===== src/rtl/uim_pkg.sv =====
`default_nettype none
// ----------------------------------------------------------------------------
// uim_pkg: shared types and constants of the interpolation mask unit
// Pixel and window column types, register map codes and reset values.
// ----------------------------------------------------------------------------
package uim_pkg;

	localparam int PIX_W         = 8;
	localparam int ROW_W         = 16;
	localparam int COL_OUT_W     = 11;
	localparam int WIDTH_REG_W   = 12;
	localparam int APB_DATA_W    = 32;
	localparam int APB_ADDR_W    = 4;
	localparam int MAX_WIDTH_DEF = 2048;
	localparam int MIN_DIM       = 3;
	localparam int NUM_CELLS     = 2;
	localparam int SUM_W         = 10;

	localparam logic                   MASK_MODE_RST    = 1'b1;
	localparam logic [WIDTH_REG_W-1:0] IMAGE_WIDTH_RST  = 12'd2048;
	localparam logic [ROW_W-1:0]       IMAGE_HEIGHT_RST = 16'd2048;
	localparam logic                   MODE_NEAREST     = 1'b0;

	typedef logic [PIX_W-1:0] pix_t;

	// One window column, top to bottom.
	typedef struct packed {
		pix_t top;
		pix_t mid;
		pix_t bot;
	} col_t;

	typedef enum logic [1:0] {
		CFG_MASK_MODE    = 2'd0,
		CFG_IMAGE_WIDTH  = 2'd1,
		CFG_IMAGE_HEIGHT = 2'd2
	} cfg_idx_t;

endpackage
`default_nettype wire


===== src/rtl/uim_col_cell.sv =====
`default_nettype none
// ----------------------------------------------------------------------------
// uim_col_cell: one window column cell
// Holds one three-pixel column and hands it on to the next cell on each shift.
// ----------------------------------------------------------------------------
module uim_col_cell
	import uim_pkg::*;
(
	input  wire logic clk,
	input  wire logic arst_n,
	input  wire logic en,
	input  wire col_t d,
	output col_t      q
);

	col_t col_q;

	always_ff @(posedge clk or negedge arst_n) begin
		if (!arst_n) begin
			col_q <= '0;
		end else if (en) begin
			col_q <= d;
		end
	end

	assign q = col_q;

endmodule
`default_nettype wire


===== config.mk =====
export PLATFORM = sky130hd
export DESIGN_NAME = uim_col_cell
export DESIGN_NICKNAME = d
export VERILOG_FILES = /design/src/rtl/uim_pkg.sv /design/src/rtl/uim_col_cell.sv
export SDC_FILE = /design/constraint.sdc
export NUM_CORES = 1
export LEC_CHECK = 0
export BUFFER_PORTS_ARGS = -buffer_cell sky130_fd_sc_hd__clkbuf_2
export CORE_MARGIN = 2
export CORE_UTILIZATION = 47
export DETAILED_ROUTE_END_ITERATION = 8
export GPL_TIMING_DRIVEN = 0
export MAX_ROUTING_LAYER = met4
export PLACE_DENSITY = 0.81
export SETUP_SLACK_MARGIN = 0.5
export SLEW_MARGIN = 20
export SYNTH_ARGS = -nofsm -noshare
export SYNTH_HDL_FRONTEND = slang
export SYNTH_SLANG_ARGS = --single-unit
export TNS_END_PERCENT = 1

===== constraint.sdc =====
create_clock -name clk -period 2.15 [get_ports clk]
set_input_delay 0.215 -clock clk [delete_from_list [all_inputs] [get_ports clk]]
set_output_delay 0.215 -clock clk [all_outputs]
set_load 0.03 [all_outputs]

==> impl_metrics.py <==
metrics = {
    "placed_design": {
        "dp_hpwl_mm": 1.331,
        "port-buffer-count": 49,
        "routabilityCongestion": 0.6433,
    },
    "floorplanning": {
        "placementRows": 16,
        "die_w_um": 50.06,
        "die_area_um2": 2506,
        "die_height_um": 50.06,
        "initial_core_util_pct": 50.32,
        "coreArea_um2": 1982,
        "ioPinCount": 51,
    },
    "sta": {
        "fin_setup_tns_ns": 0,
        "rsz0062_at_grt": "false",
        "fin_crit_ns": 1.115,
        "drv_slew": 0,
        "final-hold-violation-count": 0,
        "fin_crit_sh_pct": 51.86,
        "setup_viol": 0,
        "fin_skew_ns": 0,
        "fmax_mhz": 896.8,
        "maxSlewHeadroom_pct": 62.06,
        "worstMarginPinSlew_ns": 0.5691,
    },
    "clock_tree": {
        "cts_tree": "done",
        "clk_path_buf_depth": 2,
        "clkSinkCount": 24,
        "cts_root_buf": "clkbuf_4",
        "cts_buffers": 3,
        "clkTransAtPathRegs_ns": 0.12,
        "htreeDepth": 1,
        "post_cts_buffers": 0,
        "insertion_delay_ns": 0.30,
    },
    "logic_synthesis": {
        "netlist.area_leader.share_pct": 60.23,
        "syn_nets": 78,
        "avgSynthCellArea_um2": 19.55,
        "yosysWarnings": 0,
        "yosysUniqueCellTypes": 5,
        "yosys.area.top_type": "dfrtp_1",
        "syn_area_um2": 997.2,
        "yosysSeqAreaShare_pct": 60.23,
        "synthesis.instances": 51,
        "synthTopCellsByArea": "dfrtp_1 (60%), mux2_4 (30%), mux2_2 (4.5%)",
        "synth.ff_latch_count": 24,
    },
    "job": {
        "drv_cap": 0,
    },
    "detailed_routing": {
        "ant_nets": 0,
        "routedWlPerCell_um": 13.02,
        "route.vias.total": 617,
        "first_iter_violations": 0,
        "via_per_inst": 4.674,
        "drc_errors": 0,
        "firstDrtPassIters": 1,
        "wirelength_mm": 1.719,
    },
    "critical_path": {
        "crit_arrival_ns": 0.90,
        "r2r-start": "q[0]$_DFFE_PN0P_",
        "critPathTopFamily": "flip-flops",
        "crit_buf_inv": 1,
        "critPathMaxFanout": 2,
        "rr_endpoint": "q[0]$_DFFE_PN0P_",
        "start_kind": "register",
        "crit_chain": "clkbuf_2",
        "path_class": "reg2out",
        "crit_required_ns": 1.93,
        "slowest_delay_ns": 0.41,
        "reg2reg_setup_slack_ns": 1.37,
        "cp_slowest_cell": "dfrtp_1",
        "cp-end-kind": "output port",
        "reg2reg_depth": 1,
    },
    "cells_and_area": {
        "fin_util_pct": 66.73,
        "nNetsFinal": 133,
        "largest_reg_flops": 24,
        "diodes": 0,
        "drive_above_1_share_pct": 76.19,
        "nFillCells": 164,
        "area_delta_synth_final_pct": 32.62,
    },
    "global_routing": {
        "grt_first_pass_wirelength_mm": 2.953,
        "grt_max_degree": 25,
        "grt_use_met2_pct": 26.75,
        "grt_overflow": 0,
        "grt-busiest-layer": "met2",
        "grt_pass1_vias": 646,
        "grt_use_met3_pct": 3.636,
        "grtUsageTotal_pct": 16.05,
        "antenna_found_initial": 0,
        "grtUsageMet1_pct": 19.00,
    },
    "run_status": {
        "status": "completed",
    },
    "power": {
        "p_leak_nw": 0.7143,
        "power_density_nw_per_um2": 766.7,
        "peakVddDrop_mv": 0.4323,
    },
    "worst_hold_path": {
        "min_to": "q[22]$_DFFE_PN0P_",
        "hold_class": "in2reg",
        "hold_start": "d[22]",
        "hold_depth": 2,
    },
}
[cells in the mapped netlist (all sizes together)]
cell type	n
mux2	24
buf	3
dfrtp	24
[logic make-up after synthesis]
kind of cell / share of synthesized area, %
muxes: 34.63
DFF: 60.23
buffers and inverters: 5.144
[worst max path at each step]
| stage | start | cells past startpoint | to |
|---|---|---|---|
| after floorplan | q[0]$_DFFE_PN0P_ | 1 | q[0]$_DFFE_PN0P_ |
| after global placement | en | 3 | q[12]$_DFFE_PN0P_ |
| after detailed placement | en | 3 | q[16]$_DFFE_PN0P_ |
| after CTS | q[16]$_DFFE_PN0P_ | 1 | q[16] |
| after global routing | q[9]$_DFFE_PN0P_ | 1 | q[9] |
| final | q[16]$_DFFE_PN0P_ | 1 | q[16] |
[through the flow]
| stage | instances | hold slack [ns] | power, mW | area (um^2) | setup slack [ns] |
|---|---|---|---|---|---|
| 6_report | 132 | 0.1348 | 1.014 | 1323 | 1.035 |
| 5_1_grt | 132 | 0.1110 | 1.066 | 1323 | 0.9788 |
| 4_1_cts | 132 | 0.1220 | 1.029 | 1323 | 1.019 |
| 3_5_place_dp | 127 | 0.2389 | 0.7989 | 1276 | 1.237 |
| 3_3_place_gp | 127 | 0.2294 | 0.7909 | 1276 | 1.248 |
| 2_1_floorplan | 51 | -0.08059 | 0.7087 | 997.2 | 1.261 |
[where the power goes]
group / switching, mW / leakage [nW] / internal [mW]
combinational: 0.149 / 0.413 / 0.118
sequential: 0.0254 / 0.281 / 0.496
clock: 0.122 / 0.0210 / 0.103
[timing repair]
| action | CTS | global route |
|---|---|---|
| hold buffers | 1 | 0 |
| endpoints found under the hold margin | 24 | 0 |
| gates resized for setup | 0 | 0 |
[routing by layer]
metal | routed length [um] | share of wire (%)
met5 | 0 | 0
met4 | 6 | 0.35
met3 | 82 | 4.8
met2 | 935 | 54
met1 | 695 | 40
[area by class of cell]
cell class | count | area [um^2] | area share [%]
buffer | 3 | 51.30 | 3.879
clock buffer | 4 | 36.28 | 2.744
multi-input combinational | 24 | 345.3 | 26.11
sequential | 24 | 600.6 | 45.41
tap | 27 | 33.78 | 2.554
timing repair buffer | 50 | 255.2 | 19.30
[layout by cell type (no fill, tap or decap), drive strengths merged]
master,count
mux2,24
dlygate4sd3,1
buf,3
dfrtp,24
clkbuf,53
Power figures use the tool's default switching activity.
